$ cat src/oas_pkg.sv
`timescale 1ns / 1ps
// Shared types, codes and reset constants of the obstacle avoidance sequencer.
// Used by every module under src; depends on nothing else.
package oas_pkg;

  localparam int TIMER_BITS_DEF = 16;
  localparam int CFG_W          = 16;
  localparam int CFG_ADDR_W     = 3;
  localparam int IN_TDATA_W     = 8;
  localparam int OUT_TDATA_W    = 16;

  localparam logic [15:0] FWD_LIMIT_RST   = 16'd15000;
  localparam logic [15:0] CLEAR_WAIT_RST  = 16'd5000;
  localparam logic [15:0] TURN_LIMIT_RST  = 16'd3000;
  localparam logic [15:0] REV_LIMIT_RST   = 16'd5000;
  localparam logic        MUSIC_EN_RST    = 1'b1;

  typedef enum logic [2:0] {
    MODE_START = 3'd0,
    MODE_FWD   = 3'd1,
    MODE_WAIT  = 3'd2,
    MODE_RIGHT = 3'd3,
    MODE_LEFT  = 3'd4,
    MODE_REV   = 3'd5,
    MODE_STOP  = 3'd6
  } mode_t;

  typedef enum logic [2:0] {
    MOTOR_STOP  = 3'd0,
    MOTOR_FWD   = 3'd1,
    MOTOR_RIGHT = 3'd2,
    MOTOR_LEFT  = 3'd3,
    MOTOR_REV   = 3'd4
  } motor_t;

  typedef enum logic [2:0] {
    LIGHT_OFF    = 3'd0,
    LIGHT_FWD    = 3'd1,
    LIGHT_SIDE   = 3'd2,
    LIGHT_REV    = 3'd3,
    LIGHT_HAZARD = 3'd4
  } light_t;

  typedef enum logic [2:0] {
    SOUND_SILENT = 3'd0,
    SOUND_MUSIC  = 3'd1,
    SOUND_HORN   = 3'd2,
    SOUND_BEEP   = 3'd3,
    SOUND_HAZARD = 3'd4
  } sound_t;

  typedef enum logic [CFG_ADDR_W-1:0] {
    CFG_FWD_LIMIT  = 3'd0,
    CFG_CLEAR_WAIT = 3'd1,
    CFG_TURN_LIMIT = 3'd2,
    CFG_REV_LIMIT  = 3'd3,
    CFG_MUSIC_EN   = 3'd4
  } cfg_index_t;

  typedef struct packed {
    logic        music_enable;
    logic [15:0] reverse_limit_ms;
    logic [15:0] turn_limit_ms;
    logic [15:0] clear_wait_ms;
    logic [15:0] forward_limit_ms;
  } cfg_t;

  // Front sensor sits in the lowest bit.
  typedef struct packed {
    logic rear_blocked;
    logic left_blocked;
    logic right_blocked;
    logic front_blocked;
  } sensors_t;

endpackage

$ cat src/oas_cfg_regs.sv
`timescale 1ns / 1ps
// Configuration register file of the obstacle avoidance sequencer.
// Depends on oas_pkg for the register indexes and the cfg_t bundle.
module oas_cfg_regs (
  input  logic                           clk,
  input  logic                           rst_n,
  input  logic                           cfg_we,
  input  logic [oas_pkg::CFG_ADDR_W-1:0] cfg_addr,
  input  logic [oas_pkg::CFG_W-1:0]      cfg_wdata,
  output oas_pkg::cfg_t                  cfg
);

  oas_pkg::cfg_t cfg_r;
  oas_pkg::cfg_t cfg_nxt;

  always_comb begin
    cfg_nxt = cfg_r;
    if (cfg_we) begin
      unique case (oas_pkg::cfg_index_t'(cfg_addr))
        oas_pkg::CFG_FWD_LIMIT:  cfg_nxt.forward_limit_ms = cfg_wdata;
        oas_pkg::CFG_CLEAR_WAIT: cfg_nxt.clear_wait_ms    = cfg_wdata;
        oas_pkg::CFG_TURN_LIMIT: cfg_nxt.turn_limit_ms    = cfg_wdata;
        oas_pkg::CFG_REV_LIMIT:  cfg_nxt.reverse_limit_ms = cfg_wdata;
        oas_pkg::CFG_MUSIC_EN:   cfg_nxt.music_enable     = cfg_wdata[0];
        default: ;
      endcase
    end
  end

  always_ff @(posedge clk) begin
    if (!rst_n) begin
      cfg_r.forward_limit_ms <= oas_pkg::FWD_LIMIT_RST;
      cfg_r.clear_wait_ms    <= oas_pkg::CLEAR_WAIT_RST;
      cfg_r.turn_limit_ms    <= oas_pkg::TURN_LIMIT_RST;
      cfg_r.reverse_limit_ms <= oas_pkg::REV_LIMIT_RST;
      cfg_r.music_enable     <= oas_pkg::MUSIC_EN_RST;
    end else begin
      cfg_r <= cfg_nxt;
    end
  end

  assign cfg = cfg_r;

endmodule

$ cat src/oas_input_stage.sv
`timescale 1ns / 1ps
// Input register of the sequencer: captures one sensor tick per transfer.
// Depends on oas_pkg for the sensors_t layout.
module oas_input_stage (
  input  logic                           clk,
  input  logic                           rst_n,
  input  logic                           in_tvalid,
  output logic                           in_tready,
  input  logic [oas_pkg::IN_TDATA_W-1:0] in_tdata,
  output logic                           item_valid,
  input  logic                           item_ready,
  output oas_pkg::sensors_t              item_data
);

  logic              s1_valid_r;
  logic              s1_valid_nxt;
  oas_pkg::sensors_t s1_data_r;
  logic              in_take;

  // The register frees up in the same cycle its content moves on.
  assign in_tready = !s1_valid_r || item_ready;
  assign in_take   = in_tvalid && in_tready;

  always_comb begin
    if (in_take) begin
      s1_valid_nxt = 1'b1;
    end else if (item_ready) begin
      s1_valid_nxt = 1'b0;
    end else begin
      s1_valid_nxt = s1_valid_r;
    end
  end

  always_ff @(posedge clk) begin
    if (!rst_n) begin
      s1_valid_r <= 1'b0;
    end else begin
      s1_valid_r <= s1_valid_nxt;
    end
  end

  always_ff @(posedge clk) begin
    if (in_take) begin
      s1_data_r <= oas_pkg::sensors_t'(in_tdata[3:0]);
    end
  end

  assign item_valid = s1_valid_r;
  assign item_data  = s1_data_r;

endmodule

$ cat src/oas_mode_core.sv
`timescale 1ns / 1ps
// Mode state, saturating millisecond timer, next-state logic and result register.
// Depends on oas_pkg for mode, motor, light and sound codes and the cfg_t bundle.
module oas_mode_core #(
  parameter int TIMER_BITS = oas_pkg::TIMER_BITS_DEF
) (
  input  logic                            clk,
  input  logic                            rst_n,
  input  oas_pkg::cfg_t                   cfg,
  input  logic                            item_valid,
  output logic                            item_ready,
  input  oas_pkg::sensors_t               item_data,
  output logic                            out_tvalid,
  input  logic                            out_tready,
  output logic [oas_pkg::OUT_TDATA_W-1:0] out_tdata
);

  localparam int CmpW = (TIMER_BITS > 16) ? TIMER_BITS : 16;

  typedef struct packed {
    oas_pkg::mode_t         mode;
    logic                   running;
    logic [TIMER_BITS-1:0]  elapsed;
    oas_pkg::motor_t        motor;
    oas_pkg::light_t        light;
    oas_pkg::sound_t        sound;
    logic                   rerun;
  } ev_t;

  // One evaluation of the mode logic. Entering a later case from an earlier
  // one is modeled by the go_* flags, checked in case order.
  function automatic ev_t mode_eval(ev_t s, oas_pkg::sensors_t sn, oas_pkg::cfg_t c);
    ev_t  n;
    logic go_wait;
    logic go_right;
    logic go_left;
    logic go_rev;
    logic go_stop;
    n        = s;
    n.rerun  = 1'b0;
    go_wait  = 1'b0;
    go_right = 1'b0;
    go_left  = 1'b0;
    go_rev   = 1'b0;
    go_stop  = 1'b0;
    case (s.mode)
      oas_pkg::MODE_START, oas_pkg::MODE_FWD: begin
        if (!sn.front_blocked) begin
          if (!n.running) begin
            n.motor   = oas_pkg::MOTOR_FWD;
            n.light   = oas_pkg::LIGHT_FWD;
            n.sound   = c.music_enable ? oas_pkg::SOUND_MUSIC : oas_pkg::SOUND_SILENT;
            n.running = 1'b1;
            n.mode    = oas_pkg::MODE_FWD;
          end
          if (CmpW'(n.elapsed) > CmpW'(c.forward_limit_ms)) begin
            n.motor   = oas_pkg::MOTOR_STOP;
            n.light   = oas_pkg::LIGHT_OFF;
            n.sound   = oas_pkg::SOUND_SILENT;
            n.running = 1'b0;
            n.mode    = oas_pkg::MODE_RIGHT;
          end
        end else begin
          n.elapsed = '0;
          n.motor   = oas_pkg::MOTOR_STOP;
          n.running = 1'b0;
          n.sound   = oas_pkg::SOUND_HORN;
          n.mode    = oas_pkg::MODE_WAIT;
          go_wait   = 1'b1;
        end
      end
      oas_pkg::MODE_WAIT:  go_wait  = 1'b1;
      oas_pkg::MODE_RIGHT: go_right = 1'b1;
      oas_pkg::MODE_LEFT:  go_left  = 1'b1;
      oas_pkg::MODE_REV:   go_rev   = 1'b1;
      default:             go_stop  = 1'b1;
    endcase

    if (go_wait) begin
      n.motor = oas_pkg::MOTOR_STOP;
      if (!sn.front_blocked) begin
        n.light = oas_pkg::LIGHT_OFF;
        n.sound = oas_pkg::SOUND_SILENT;
        n.mode  = oas_pkg::MODE_START;
        n.rerun = 1'b1;
      end else if (CmpW'(n.elapsed) < CmpW'(c.clear_wait_ms)) begin
        n.sound = oas_pkg::SOUND_HORN;
      end else begin
        n.light  = oas_pkg::LIGHT_OFF;
        n.sound  = oas_pkg::SOUND_SILENT;
        go_right = 1'b1;
      end
    end

    if (go_right) begin
      if (!sn.right_blocked) begin
        if (!n.running) begin
          n.motor   = oas_pkg::MOTOR_RIGHT;
          n.light   = oas_pkg::LIGHT_SIDE;
          n.sound   = oas_pkg::SOUND_SILENT;
          n.running = 1'b1;
          n.mode    = oas_pkg::MODE_RIGHT;
          n.elapsed = '0;
        end else if (CmpW'(n.elapsed) > CmpW'(c.turn_limit_ms)) begin
          n.running = 1'b0;
          n.light   = oas_pkg::LIGHT_OFF;
          n.sound   = oas_pkg::SOUND_SILENT;
          n.mode    = oas_pkg::MODE_START;
          n.rerun   = 1'b1;
        end
      end else begin
        n.running = 1'b0;
        n.light   = oas_pkg::LIGHT_OFF;
        go_left   = 1'b1;
      end
    end

    if (go_left) begin
      if (!sn.left_blocked) begin
        if (!n.running) begin
          n.motor   = oas_pkg::MOTOR_LEFT;
          n.light   = oas_pkg::LIGHT_SIDE;
          n.sound   = oas_pkg::SOUND_SILENT;
          n.running = 1'b1;
          n.mode    = oas_pkg::MODE_LEFT;
          n.elapsed = '0;
        end else if (CmpW'(n.elapsed) > CmpW'(c.turn_limit_ms)) begin
          n.running = 1'b0;
          n.light   = oas_pkg::LIGHT_OFF;
          n.sound   = oas_pkg::SOUND_SILENT;
          n.mode    = oas_pkg::MODE_START;
          n.rerun   = 1'b1;
        end
      end else begin
        n.running = 1'b0;
        n.light   = oas_pkg::LIGHT_OFF;
        go_rev    = 1'b1;
      end
    end

    if (go_rev) begin
      if (!sn.rear_blocked) begin
        if (!n.running) begin
          n.motor   = oas_pkg::MOTOR_REV;
          n.light   = oas_pkg::LIGHT_REV;
          n.sound   = oas_pkg::SOUND_BEEP;
          n.running = 1'b1;
          n.mode    = oas_pkg::MODE_REV;
          n.elapsed = '0;
        end else if (CmpW'(n.elapsed) > CmpW'(c.reverse_limit_ms)) begin
          n.running = 1'b0;
          n.light   = oas_pkg::LIGHT_OFF;
          n.sound   = oas_pkg::SOUND_SILENT;
          n.mode    = oas_pkg::MODE_START;
          n.rerun   = 1'b1;
        end
      end else begin
        n.running = 1'b0;
        n.light   = oas_pkg::LIGHT_OFF;
        n.sound   = oas_pkg::SOUND_SILENT;
        go_stop   = 1'b1;
      end
    end

    if (go_stop && !n.running) begin
      n.motor   = oas_pkg::MOTOR_STOP;
      n.light   = oas_pkg::LIGHT_HAZARD;
      n.sound   = oas_pkg::SOUND_HAZARD;
      n.mode    = oas_pkg::MODE_STOP;
      n.running = 1'b1;
    end
    return n;
  endfunction

  oas_pkg::mode_t        mode_r;
  logic                  running_r;
  logic [TIMER_BITS-1:0] elapsed_r;
  oas_pkg::motor_t       motor_r;
  oas_pkg::light_t       light_r;
  oas_pkg::sound_t       sound_r;
  logic                  out_valid_r;
  logic                  out_valid_nxt;
  logic [oas_pkg::OUT_TDATA_W-1:0] out_data_r;

  logic                  take;
  logic [TIMER_BITS-1:0] elapsed_inc;
  ev_t                   pass0;
  ev_t                   pass1;
  ev_t                   pass2;
  ev_t                   ev_nxt;

  assign item_ready = !out_valid_r || out_tready;
  assign take       = item_valid && item_ready;

  assign elapsed_inc = (elapsed_r == {TIMER_BITS{1'b1}}) ? elapsed_r
                                                         : elapsed_r + 1'b1;

  always_comb begin
    pass0.mode    = mode_r;
    pass0.running = running_r;
    pass0.elapsed = elapsed_inc;
    pass0.motor   = motor_r;
    pass0.light   = light_r;
    pass0.sound   = sound_r;
    pass0.rerun   = 1'b0;
    pass1 = mode_eval(pass0, item_data, cfg);
    // A rerun always restarts from start mode with running clear, and that
    // evaluation never asks for another one, so two passes cover every case.
    pass2 = mode_eval(pass1, item_data, cfg);
    ev_nxt = pass1.rerun ? pass2 : pass1;
  end

  always_comb begin
    if (take) begin
      out_valid_nxt = 1'b1;
    end else if (out_tready) begin
      out_valid_nxt = 1'b0;
    end else begin
      out_valid_nxt = out_valid_r;
    end
  end

  always_ff @(posedge clk) begin
    if (!rst_n) begin
      mode_r      <= oas_pkg::MODE_START;
      running_r   <= 1'b0;
      elapsed_r   <= '0;
      motor_r     <= oas_pkg::MOTOR_STOP;
      light_r     <= oas_pkg::LIGHT_OFF;
      sound_r     <= oas_pkg::SOUND_SILENT;
      out_valid_r <= 1'b0;
    end else begin
      out_valid_r <= out_valid_nxt;
      if (take) begin
        mode_r    <= ev_nxt.mode;
        running_r <= ev_nxt.running;
        elapsed_r <= ev_nxt.elapsed;
        motor_r   <= ev_nxt.motor;
        light_r   <= ev_nxt.light;
        sound_r   <= ev_nxt.sound;
      end
    end
  end

  always_ff @(posedge clk) begin
    if (take) begin
      out_data_r <= {4'b0000, ev_nxt.mode, ev_nxt.sound, ev_nxt.light, ev_nxt.motor};
    end
  end

  assign out_tvalid = out_valid_r;
  assign out_tdata  = out_data_r;

endmodule

$ cat src/obstacle_avoidance_sequencer_core.sv
`timescale 1ns / 1ps
// Top level of the obstacle avoidance sequencer.
// Depends on oas_pkg, oas_cfg_regs, oas_input_stage and oas_mode_core.
//
//   Port group | Direction | Carries
//   in_*       | slave     | one sensor tick per transfer
//   out_*      | master    | one drive/light/sound/mode result per tick
//   cfg_*      | write     | limits and music enable, by register index
//
// One tick is accepted every clock while out_tready is high. The input
// register takes a tick at its transfer and the result register loads it when
// the core takes it from there; up to two chained next-state passes
// sit between the two registers. Reset is synchronous on rst_n low and puts
// the sequencer in start mode with the registers at their defaults. A low
// out_tready holds the result and backs up the input register behind it.
module obstacle_avoidance_sequencer_core #(
  parameter int TIMER_BITS = oas_pkg::TIMER_BITS_DEF
) (
  input  logic                            clk,
  input  logic                            rst_n,
  input  logic                            in_tvalid,
  output logic                            in_tready,
  // [0] front_blocked, [1] right_blocked, [2] left_blocked, [3] rear_blocked
  input  logic [oas_pkg::IN_TDATA_W-1:0]  in_tdata,
  output logic                            out_tvalid,
  input  logic                            out_tready,
  // [2:0] motor_command, [5:3] light_pattern, [8:6] sound_pattern, [11:9] mode_now
  output logic [oas_pkg::OUT_TDATA_W-1:0] out_tdata,
  input  logic                            cfg_we,
  input  logic [oas_pkg::CFG_ADDR_W-1:0]  cfg_addr,
  input  logic [oas_pkg::CFG_W-1:0]       cfg_wdata
);

  oas_pkg::cfg_t     cfg;
  logic              item_valid;
  logic              item_ready;
  oas_pkg::sensors_t item_data;

  oas_cfg_regs u_cfg (
    .clk       (clk),
    .rst_n     (rst_n),
    .cfg_we    (cfg_we),
    .cfg_addr  (cfg_addr),
    .cfg_wdata (cfg_wdata),
    .cfg       (cfg)
  );

  oas_input_stage u_in (
    .clk        (clk),
    .rst_n      (rst_n),
    .in_tvalid  (in_tvalid),
    .in_tready  (in_tready),
    .in_tdata   (in_tdata),
    .item_valid (item_valid),
    .item_ready (item_ready),
    .item_data  (item_data)
  );

  oas_mode_core #(
    .TIMER_BITS (TIMER_BITS)
  ) u_core (
    .clk        (clk),
    .rst_n      (rst_n),
    .cfg        (cfg),
    .item_valid (item_valid),
    .item_ready (item_ready),
    .item_data  (item_data),
    .out_tvalid (out_tvalid),
    .out_tready (out_tready),
    .out_tdata  (out_tdata)
  );

  // Stopped for good means motor off with hazard lights and sound.
  a_stop_hazard: assert property (@(posedge clk) disable iff (!rst_n)
    (out_tvalid && out_tdata[11:9] == oas_pkg::MODE_STOP) |->
      (out_tdata[2:0] == oas_pkg::MOTOR_STOP && out_tdata[5:3] == oas_pkg::LIGHT_HAZARD
       && out_tdata[8:6] == oas_pkg::SOUND_HAZARD))
    else $error("stopped mode without hazard outputs");

  // Forward mode always drives forward with forward lights.
  a_fwd_drive: assert property (@(posedge clk) disable iff (!rst_n)
    (out_tvalid && out_tdata[11:9] == oas_pkg::MODE_FWD) |->
      (out_tdata[2:0] == oas_pkg::MOTOR_FWD && out_tdata[5:3] == oas_pkg::LIGHT_FWD))
    else $error("forward mode with wrong motor or lights");

  // Waiting for the front to clear keeps the motor stopped and the horn on.
  a_wait_horn: assert property (@(posedge clk) disable iff (!rst_n)
    (out_tvalid && out_tdata[11:9] == oas_pkg::MODE_WAIT) |->
      (out_tdata[2:0] == oas_pkg::MOTOR_STOP && out_tdata[8:6] == oas_pkg::SOUND_HORN))
    else $error("wait mode without stopped motor and horn");

endmodule

$ cat config.mk
export PLATFORM = sky130hd
export DESIGN_NAME = obstacle_avoidance_sequencer_core
export DESIGN_NICKNAME = d
export VERILOG_FILES = /design/src/oas_pkg.sv /design/src/oas_cfg_regs.sv /design/src/oas_input_stage.sv /design/src/oas_mode_core.sv /design/src/obstacle_avoidance_sequencer_core.sv
export SDC_FILE = /design/constraint.sdc
export NUM_CORES = 1
export LEC_CHECK = 0
export BUFFER_PORTS_ARGS = -buffer_cell sky130_fd_sc_hd__buf_2
export CAP_MARGIN = 20
export CORE_MARGIN = 4
export CORE_UTILIZATION = 50
export CTS_CLUSTER_SIZE = 25
export DETAILED_ROUTE_END_ITERATION = 6
export PLACE_DENSITY = 0.67
export SYNTH_ARGS = -nofsm -noshare
export SYNTH_HDL_FRONTEND = slang
export SYNTH_SLANG_ARGS = --single-unit
$ cat constraint.sdc
create_clock -name clk -period 21.2 [get_ports clk]
set_input_delay 2.12 -clock clk [delete_from_list [all_inputs] [get_ports clk]]
set_output_delay 2.12 -clock clk [all_outputs]
set_load 0.02 [all_outputs]
**Word level (Yosys, flattened, before mapping)**

Index checks and enable logic that the tools add are counted.

- Flip-flop bits (word level): 112
- Bits of input ports: 32
- Output and inout bits: 18
- Word-level logic and storage cells: 213

- Add/sub/neg operators: 1
- Magnitude comparators: 10
- Eq/ne operators: 15
- Muxes and demuxes: 145
- Reductions and logical operators: 24

Operator list:

| operator | count |
|---|---|
| two-way mux 19 bit | 12 |
| two-way mux 30 bit | 7 |
| > comparator 16 bit | 8 |
| two-way mux 4 bit | 24 |
| two-way mux 3 bit | 22 |
| two-way mux 6 bit | 10 |
| two-way mux 29 bit | 2 |
| two-way mux 9 bit | 6 |
| two-way mux 16 bit | 3 |
| two-way mux 1 bit | 47 |
| two-way mux 7 bit | 6 |
| < comparator 16 bit | 2 |
| two-way mux 10 bit | 2 |
| equality test 3 x 2 -> 1 bit (second input constant) | 6 |
| adder 16 x 1 -> 16 bit (second input constant) | 1 |
| equality test 16 bit (second input constant) | 1 |
| equality test 3 bit (second input constant) | 5 |
| OR reduction 6 bit | 2 |
| AND reduction 2 bit | 5 |
| equality test 3 x 1 -> 1 bit (second input constant) | 3 |
| zero test 3 bit | 3 |
| logical AND 1 bit | 4 |
| zero test 1 bit | 4 |
| two-way mux 2 bit | 2 |
| other kinds (4) | 8 |

**Longest topological paths before layout**

Gate-level depths: netlist of run 1.

- Word-level depth: 53
- Depth in mapped cells: 65
- Depth with buffers taken out: 60

**Modules after synthesis**

From an unflattened synthesis of run 1, not the netlist that was laid out.

- Cell total of the unflattened synthesis: 1,307
- Area, all modules: 10,279.9 µm²

Modules (own cells, without submodules):

| module | times used | cells an instance | area an instance (µm²) |
|---|---|---|---|
| oas_mode_core | 1 | 1,054 | 7,548.5 |
| oas_cfg_regs | 1 | 244 | 2,553.7 |
| oas_input_stage | 1 | 9 | 177.7 |

**Least setup slack after synthesis of run 1**

No wires, ideal clock.

- Path kind: register to register
- Start point: reg u_core.elapsed_r[12]
- End point: reg u_core.out_data_r (netlist bit u_core.out_tdata[9]) (data pin)
- Arrival time: 11,199 ps
- Required time: 20,941 ps
- Setup slack: 9,742 ps
- Cell stages (with the launch flop): 64
- Period minus slack after synthesis: 11,458 ps
- Path through: dfxtp_1 nand4_2 nor4_4 nor2_1 and2_1 nor2b_1 nand2_1 nor2_1 xor2_1 nand2_1 inv_1 ha_1 and4_1 nand2_1 a2111oi_0 o21a_1 or2_0 clkbuf_1 [28 not listed] o211a_1 or2_1 buf_2 buf_6 nor2_1 ha_1 nor2b_1 o21a_1 o21ai_0 nand2b_1 a21oi_1 o21ai_0 a21oi_1 a311oi_1 nand2_1 a311oi_1 a211oi_1 a211o_1

RTL lines:

| what | line | RTL |
|---|---|---|
| from (decl) | oas_mode_core.sv:177 | `logic [TIMER_BITS-1:0] elapsed_r;` |
| from (signal assigned) | oas_mode_core.sv:237 | `elapsed_r <= ev_nxt.elapsed;` |
| to (signal assigned) | oas_mode_core.sv:247 | `out_data_r <= {4'b0000, ev_nxt.mode, ev_nxt.sound, ev_nxt.light, ev_nxt.motor};` |
| to (decl) | oas_mode_core.sv:183 | `logic [oas_pkg::OUT_TDATA_W-1:0] out_data_r;` |

==> run metrics, run 1 <==
status finished, violations left; failing checks DRC; Initial DRC Count approximately 900; multi-input logic area around 7100 um2; pin count of the biggest net entering global routing between 80 and 90; Area after DPL between 10000 and 15000 um2; HPWL after DPL between 20000 and 30000 um; CP top delay family compound AO/OA/AOI/OAI gates; core box area 19700 um2; Slew Limit Fails 0; Netlist cell types 90; finished layout cell area between 10000 and 15000 um2; diode count 0; Crit. End Element flip-flop; Row Count 51; Tightest Pin Transition between 1 and 1.5 ns; initial antenna violation count 0; Hold Path Depth 2; Synth Instances 1337; crit-path most repeated cell nor2_1; clk sinks ~110; RePlAce Congestion around 0.96; critical path required time roughly 21 ns; commonest non-fill, non-tap cell in the layout nand2_1; number of max-cap violations 0; storage element area approximately 2400 um2; Min Hold Slack 0.469 ns; fin crit share 0.706; Max stage delay on crit path ~0.78 ns; Ys Warns 0; leakage between 5 and 6 nW; gr ovfl total 0; Hold Path Class flip-flop to flip-flop; sequential element share of the synthesized area 0.237; layout cells sized above 1 0.0703; clock transition at the registers of the reported paths 0.09 ns; hold wc startpoint u_cfg.cfg[52]; number of setup violations in the final report 0; WL/cell 19.7 um; ys async rst share 0; first-pass GRT wire length about 51000 um; clk root buf clkbuf_16; Setup crit start kind flip-flop; I/O pins 50; Critical R2R Launch u_core.elapsed_r[0]; Post-route DRC 4; total negative slack 0 ns; Initial DRT Pass Iterations 7; number of synthesized flops with an enable pin 16; CTS tree built; Pwr Total between 500 and 600 uW; Die Width roughly 150 um; commonest cells after routing, fill and taps aside 221 x nand2_1, 158 x ha_1, 146 x nor2_1; Max clock buf depth 2; detail-routed via count per cell 6.13; Worst Path Arrival ~15 ns; final WL 31800 um; die area ~23000 um2; peak supply drop 0.0582 mV; initial core utilization 0.514; crit path setup slack, layout 6.23 ns; via count around 9.9k; Fill cells between 1.5k and 2k; Post-CTS Setup Repair Bufs 0; Total GRT Usage 0.288; Slew HR 0.275; IO buf count 41; hold_buf cts 0; P&R area growth vs syn 6.54%; H-tree depth 3; post-synthesis instance area just over 10000 um2; Worst-Skew Late Latency ~0.37 ns; Hold Path End u_cfg.cfg[52]; Synth Area per Inst 7.58 um2; Crit-path slowest cell nor2_1; synthesized flop and latch total between 100 and 150; post-route ant nets 0; RSZ-0062 raised after global routing false; worst reg-to-reg path cell count 59; CP Class flip-flop to flip-flop; post-cts sizing count 0; number of global-route vias before repair around 9k; fmax roughly 0.067 GHz; Synth Flop Type dfxtp_1; fin crit period approximately 15 ns; RR Endpoint u_core.out_tdata[9]; Post-Route Skew ~0.016 ns; Num CTS Buffers 9; buffers and inverters on the worst path 2; PD cells ~50 nW/um2; final net count ~1.5k; flop2flop setup slack just over 6 ns; pre-CTS setup slack approximately 6.7 ns; Fin. Hold Viols 0; CP max FO 16; chip height 150 um
-- cell usage after synthesis, types with 5 or more instances --
cell type | n | share of area
and4_1 | 5 | 0.0043
nor3_1 | 19 | 0.0094
a211o_1 | 5 | 0.0043
nand3_1 | 23 | 0.011
nand2b_1 | 12 | 0.0074
a2111oi_0 | 6 | 0.0052
buf_2 | 6 | 0.0030
mux2i_1 | 6 | 0.0059
xnor2_1 | 7 | 0.0060
or2_2 | 6 | 0.0037
o31ai_1 | 11 | 0.0081
o211ai_1 | 34 | 0.025
a21boi_0 | 43 | 0.032
and3_1 | 10 | 0.0062
o211a_1 | 5 | 0.0049
nor2b_1 | 15 | 0.0093
xor2_1 | 7 | 0.0060
nor2_1 | 146 | 0.054
clkbuf_1 | 40 | 0.015
a31oi_1 | 14 | 0.0086
dfxtp_1 | 96 | 0.19
nand4_1 | 29 | 0.018
inv_1 | 112 | 0.041
ha_1 | 158 | 0.20
a21o_1 | 26 | 0.019
a211oi_1 | 7 | 0.0052
o21a_1 | 18 | 0.013
and2_1 | 8 | 0.0049
nand2_1 | 221 | 0.082
o22ai_1 | 5 | 0.0031
a21oi_1 | 61 | 0.030
edfxtp_1 | 16 | 0.047
o21ai_0 | 55 | 0.027
-- kinds of logic (layout without fill, tap and decap cells) --
group	count (synthesis)	count (layout)	synth area share
and+or+nand+nor	522	522	0.233
AOI/OAI and AO/OA	353	353	0.245
buffers and inverters	167	178	0.0655
adders and majority gates	158	158	0.195
DFF	112	112	0.237
xor gates and xnor gates	15	15	0.0143
muxes	9	9	0.00987
other	1	4	0.000370
-- report_power, final --
group          switching, mW  internal, mW
clock network         0.0939        0.0834
logic                 0.0806        0.0403
registers            0.00900         0.225
-- flip-flops by register name, summed over array words and instances, names as in the netlist --
register and count:
u_cfg.cfg 65, u_core.light_r 3, u_core.sound_r 3, u_core.mode_r 3
u_core.elapsed_r 16, u_core.out_tdata 12, u_in.item_data 4, u_core.out_tvalid 1
u_in.item_valid 1, u_core.running_r 1, u_core.motor_r 3
-- layout make-up --
cell class	instances	area share
clock inverters	6	0.00568
multi-input cells	1061	0.656
inverters	113	0.0393
clock buffers	10	0.0212
flip-flops and latches	112	0.222
well taps	265	0.0307
repair buffers	49	0.0246
-- worst max-delay path by stage --
stage                         startpoint                  end  slack (ns)  depth (start not counted)
floorplan           u_core.elapsed_r[12]  u_core.out_tdata[9]        9.74                         63
global placement     u_core.elapsed_r[0]  u_core.out_tdata[9]        6.71                         59
detailed placement   u_core.elapsed_r[0]  u_core.out_tdata[9]        6.67                         59
CTS                  u_core.elapsed_r[0]  u_core.out_tdata[9]        6.55                         59
global route         u_core.elapsed_r[0]  u_core.out_tdata[9]        5.21                         59
finish               u_core.elapsed_r[0]  u_core.out_tdata[9]        6.23                         59
-- stage by stage --
| stage | std cells | utilization |
|---|---|---|
| after global routing | 1616 | 0.548 |
| after CTS | 1616 | 0.548 |
| final | 1616 | 0.548 |
| after global placement | 1600 | 0.533 |
| after floorplan | 1340 | - |
| after detailed placement | 1600 | 0.533 |
-- worst register-to-register path, delay by kind of cell (launching register included) --
family / cells / cell delay (ns)
AND/OR/NAND/NOR: 25 / 5.83
adder cells (fa/ha/maj): 5 / 1.63
AO/OA/AOI/OAI: 26 / 6.30
XOR/XNOR: 1 / 0.17
flip-flops: 1 / 0.51
buffers and inverters: 2 / 0.31
-- metal layers --
metal | vias to the layer above | track usage | part of all wire | wire (um)
met4 | 0 | 0.0567 | 0.019 | 599
met1 | 4679 | 0.445 | 0.49 | 15500
met3 | 48 | 0.0536 | 0.088 | 2800
met2 | 390 | 0.416 | 0.41 | 12900
met5 | - | 0 | 0 | 0
li1 | 4781 | - | - | -
Power figures use the tool's default switching activity.
==> inputs of run 2 (changes only) <==
ABC_AREA = 1   (was default)
clock period = 15.71 ns   (was 21.2 ns; I/O delays follow)
==> run metrics, run 2 <==
status completed; HPWL after DPL 23200 um; Area after DPL approximately 10000 um2; Min Hold Slack about 0.48 ns; Post-CTS Setup Repair Bufs 0; critical path required time roughly 16 ns; Initial DRT Pass Iterations 5; initial core utilization 0.507; hold wc startpoint u_core.running_r; post-synthesis instance area 9870 um2; Ys Warns 0; Max clock buf depth 2; Synth Flop Type dfxtp_1; number of global-route vias before repair between 8k and 9k; peak supply drop around 0.053 mV; Slew HR 0.505; Crit-path slowest cell a2111oi_0; Row Count between 50 and 60; Die Width about 150 um; Finished Layout Cells 1746; clk sinks about 110; post-synth top area cell ha_1; largest cells by area after synthesis ha_1 20%, dfxtp_1 19%, nand2_1 12%; Max stage delay on crit path roughly 0.58 ns; clk root buf clkbuf_16; ys async rst share 0; sequential element share of the synthesized area 0.243; hold_buf cts 0; max reg flops between 60 and 70; Num CTS Buffers 9; synthesized flop and latch total about 110; WL/cell between 15 and 20 um; Synth Area per Inst between 6 and 7 um2; first-pass GRT wire length around 46000 um; Synth Instances about 1.5k; final WL between 20000 and 30000 um; Setup crit start kind flip-flop; Hold Path Depth 2; final net count 1666; Pwr Total roughly 730 uW; initial antenna violation count 0; placed cells 1730; via count approximately 9.6k; post-route ant nets 0; fin crit period 11.72 ns; crit-path most repeated cell nand2_1; CP Class flip-flop to flip-flop; core box area 19500 um2; RePlAce Congestion between 0.9 and 1; P&R area growth vs syn 7.42%; Post-Route Skew roughly 0.010 ns; commonest non-fill, non-tap cell in the layout nand2_1; number of max-cap violations 0; Worst Path Arrival around 12 ns; diode count 0; Hold Path Class flip-flop to flip-flop; number of synthesized flops with an enable pin 16; most numerous cell in the Yosys netlist nand2_1; Initial DRC Count roughly 860; Tightest Pin Transition 0.724 ns; pin count of the biggest net entering global routing between 60 and 70; clock transition at the registers of the reported paths roughly 0.090 ns; Crit. End Element flip-flop; fin crit share 0.746; PD cells a little under 70 nW/um2; Fin. Hold Viols 0; fmax 0.0853 GHz; leakage 5.86 nW; CP max FO 22; H-tree depth 3; total negative slack 0 ns; RSZ-0062 raised after global routing false; worst reg-to-reg path cell count 71; crit path from u_core.elapsed_r[0]; I/O pins 50; Worst-Skew Late Latency 0.37 ns; commonest cells after routing, fill and taps aside 319 x nand2_1, 245 x inv_1, 158 x ha_1; Post-route DRC 0; post-cts sizing count 0; chip height roughly 150 um; die area about 22000 um2; Netlist cell types 50; CTS tree built; top cell type's share of synthesized area 0.200; detail-routed via count per cell around 5.5; synth cell count leaders 319 x nand2_1, 245 x inv_1, 158 x ha_1, 143 x a21oi_1, 107 x nor2_1; gr ovfl total 0; finished layout cell area 10600 um2; IO buf count 41; Critical R2R Launch u_core.elapsed_r[0]; Total GRT Usage 0.263; layout cells sized above 1 0.0777; number of setup violations in the final report 0; Slew Limit Fails 0
run 2: per-stage QoR:
step / util / worst slack (ns)
after floorplan: - / 6.71
after global placement: 0.529 / 4.27
after detailed placement: 0.529 / 4.13
after CTS: 0.545 / 4.10
after global routing: 0.545 / 2.47
final: 0.545 / 3.99
run 2: critical path, delay by kind of cell (launching register included):
kind            cells  cell delay [ns]
compound gates     12             2.21
xor+xnor            1             0.34
fa+ha+maj           5             1.40
buf+inv            12             1.56
flops               1             0.36
simple gates       41             5.76
run 2: worst paths after layout:
path / endpoint / slack, ns
worst max-delay path: u_core.mode_r[0] / 3.99
worst min register to register: u_core.running_r / 0.48
worst min-delay path: u_core.running_r / 0.48
worst max register to register: u_core.mode_r[0] / 3.99
run 2: layout make-up:
cell class,instances,area (um2)
Sequential cell,112,2400
Clock inverter,7,78.8
Multi-Input combinational cell,1050,6350
Tap cell,265,332
Timing Repair Buffer,48,258
Fill cell,1977,8860
Clock buffer,9,225
Inverter,255,957
run 2: routing by layer:
layer	track usage	up-vias	wire length, um
li1	-	4861	-
met1	0.389	4442	13700
met2	0.411	267	12400
met3	0.0363	32	2020
met4	0.0550	0	434
met5	0	-	0
run 2: where the power goes:
group          total, mW  switching, mW  internal (mW)
clock              0.239          0.126          0.113
sequential         0.311        0.00643          0.304
combinational      0.178          0.124         0.0533
run 2: kinds of logic after synthesis:
family / synth area share
xor gates and xnor gates: 0.00799
and+or+nand+nor: 0.258
other: 0.000380
adders and majority gates: 0.200
buffers and inverters: 0.114
AOI/OAI and AO/OA: 0.176
DFF: 0.243
==> inputs of run 3 (changes only) <==
PLACE_DENSITY = 0.7   (was 0.67)
clock period = 10.6 ns   (was 15.71 ns; I/O delays follow)
==> run metrics, run 3 (synthesis results as in run 2) <==
number of max-cap violations 0; RePlAce Congestion between 0.9 and 1; Die Width 149 um; pre-CTS setup slack ~0.11 ns; diode count 0; Total GRT Usage 0.289; initial core utilization 0.507; gr ovfl total 0; Fill cells 1824; CTS tree built; finished layout cell area between 10000 and 15000 um2; final WL 32900 um; peak supply drop roughly 0.080 mV; Num CTS Buffers 9; hold_buf cts 0; CP Class flip-flop to flip-flop; Max stage delay on crit path about 0.33 ns; Crit-path slowest cell dfxtp_2; Finished Layout Cells 1912; layout cells sized above 1 0.203; P&R area growth vs syn 22.9%; post-route ant nets 0; Post-route DRC 0; status completed; crit path from u_core.elapsed_r[0]; chip height 149 um; I/O pins 50; RR Endpoint u_core.mode_r[0]; worst reg-to-reg path cell count 73; Crit. End Element flip-flop; WL/cell ~17 um; Tightest Pin Transition 0.671 ns; clk sinks 112; number of setup violations in the final report 0; Max clock buf depth 2; Area after DPL between 10000 and 15000 um2; Final Util 0.623; PD cells around 95 nW/um2; Fin. Hold Viols 0; clk root buf clkbuf_16; Initial DRC Count 948; fin crit share 0.950; commonest non-fill, non-tap cell in the layout nand2_1; Setup crit start kind flip-flop; Row Count 51; flop2flop setup slack approximately 0.53 ns; max reg flops 65; leakage roughly 6.7 nW; detail-routed via count per cell ~5.5; pin count of the biggest net entering global routing between 60 and 70; Pwr Total around 1.1 mW; crit path setup slack, layout approximately 0.53 ns; core box area slightly below 20000 um2; Initial DRT Pass Iterations 6; clock transition at the registers of the reported paths 0.08 ns; fmax roughly 0.099 GHz; Hold Path Depth 2; CP endpoint u_core.mode_r[0]; via count 10.5k; CP max FO 5; final net count between 1.5k and 2k; Hold Path Class flip-flop to flip-flop; first-pass GRT wire length about 50000 um; Critical R2R Launch u_core.elapsed_r[0]; total negative slack 0 ns; number of global-route vias before repair roughly 9.6k; fin crit period slightly above 10 ns; Worst-Skew Late Latency roughly 0.37 ns; placed cells around 1.9k; commonest cells after routing, fill and taps aside 307 x nand2_1, 244 x inv_1, 168 x buf_4; Slew Limit Fails 0; initial antenna violation count 0; Post-Route Skew 0.0118 ns; HPWL after DPL 25500 um; IO buf count between 40 and 50; Min Hold Slack around 0.47 ns; critical path required time 10.92 ns; die area 22100 um2; Slew HR 0.552; H-tree depth 3; crit-path most repeated cell nand2_1; Worst Path Arrival between 10 and 15 ns
## run 3: critical path, delay by kind of cell, from the launching register on
kind / cells / cell delay, ns
simple gates: 40 / 4.43
compound gates: 12 / 2.17
buf+inv: 15 / 1.72
fa+ha+maj: 5 / 1.24
flops: 1 / 0.33
xor+xnor: 1 / 0.10
## run 3: worst min path at each step
stage	from	to
floorplan	u_core.running_r	u_core.running_r
global placement	u_core.running_r	u_core.running_r
detailed placement	u_core.running_r	u_core.running_r
CTS	u_core.running_r	u_core.running_r
global route	u_core.running_r	u_core.running_r
finish	u_core.running_r	u_core.running_r
## run 3: repair_timing
action,4_1_cts,5_1_grt
pin swaps,0,27
buffers inserted,0,11
endpoints found under the setup margin,2,15
cloned,0,1
gates resized for setup,1,65
## run 3: cell type report
cell class,instances,area (um2),share of cell area
Multi-Input combinational cell,1051,6620,0.545
Sequential cell,112,2400,0.198
Timing Repair Buffer,213,1510,0.125
Inverter,255,960,0.0791
Tap cell,265,332,0.0273
Clock buffer,10,239,0.0197
Clock inverter,6,67.6,0.00557
## run 3: routing by layer
layer | GRT usage | up-vias | share of wire
li1 | - | 5192 | -
met1 | 0.397 | 4801 | 0.45
met2 | 0.471 | 389 | 0.45
met3 | 0.0259 | 81 | 0.059
met4 | 0.109 | 0 | 0.043
met5 | 0 | - | 0
## run 3: power by group
part	internal [mW]	total, mW	switching (mW)	leakage [nW]
registers	0.451	0.459	0.00847	0.935
clock network	0.191	0.371	0.180	0.147
logic	0.115	0.318	0.203	5.63
total	0.757	1.15	0.391	6.71
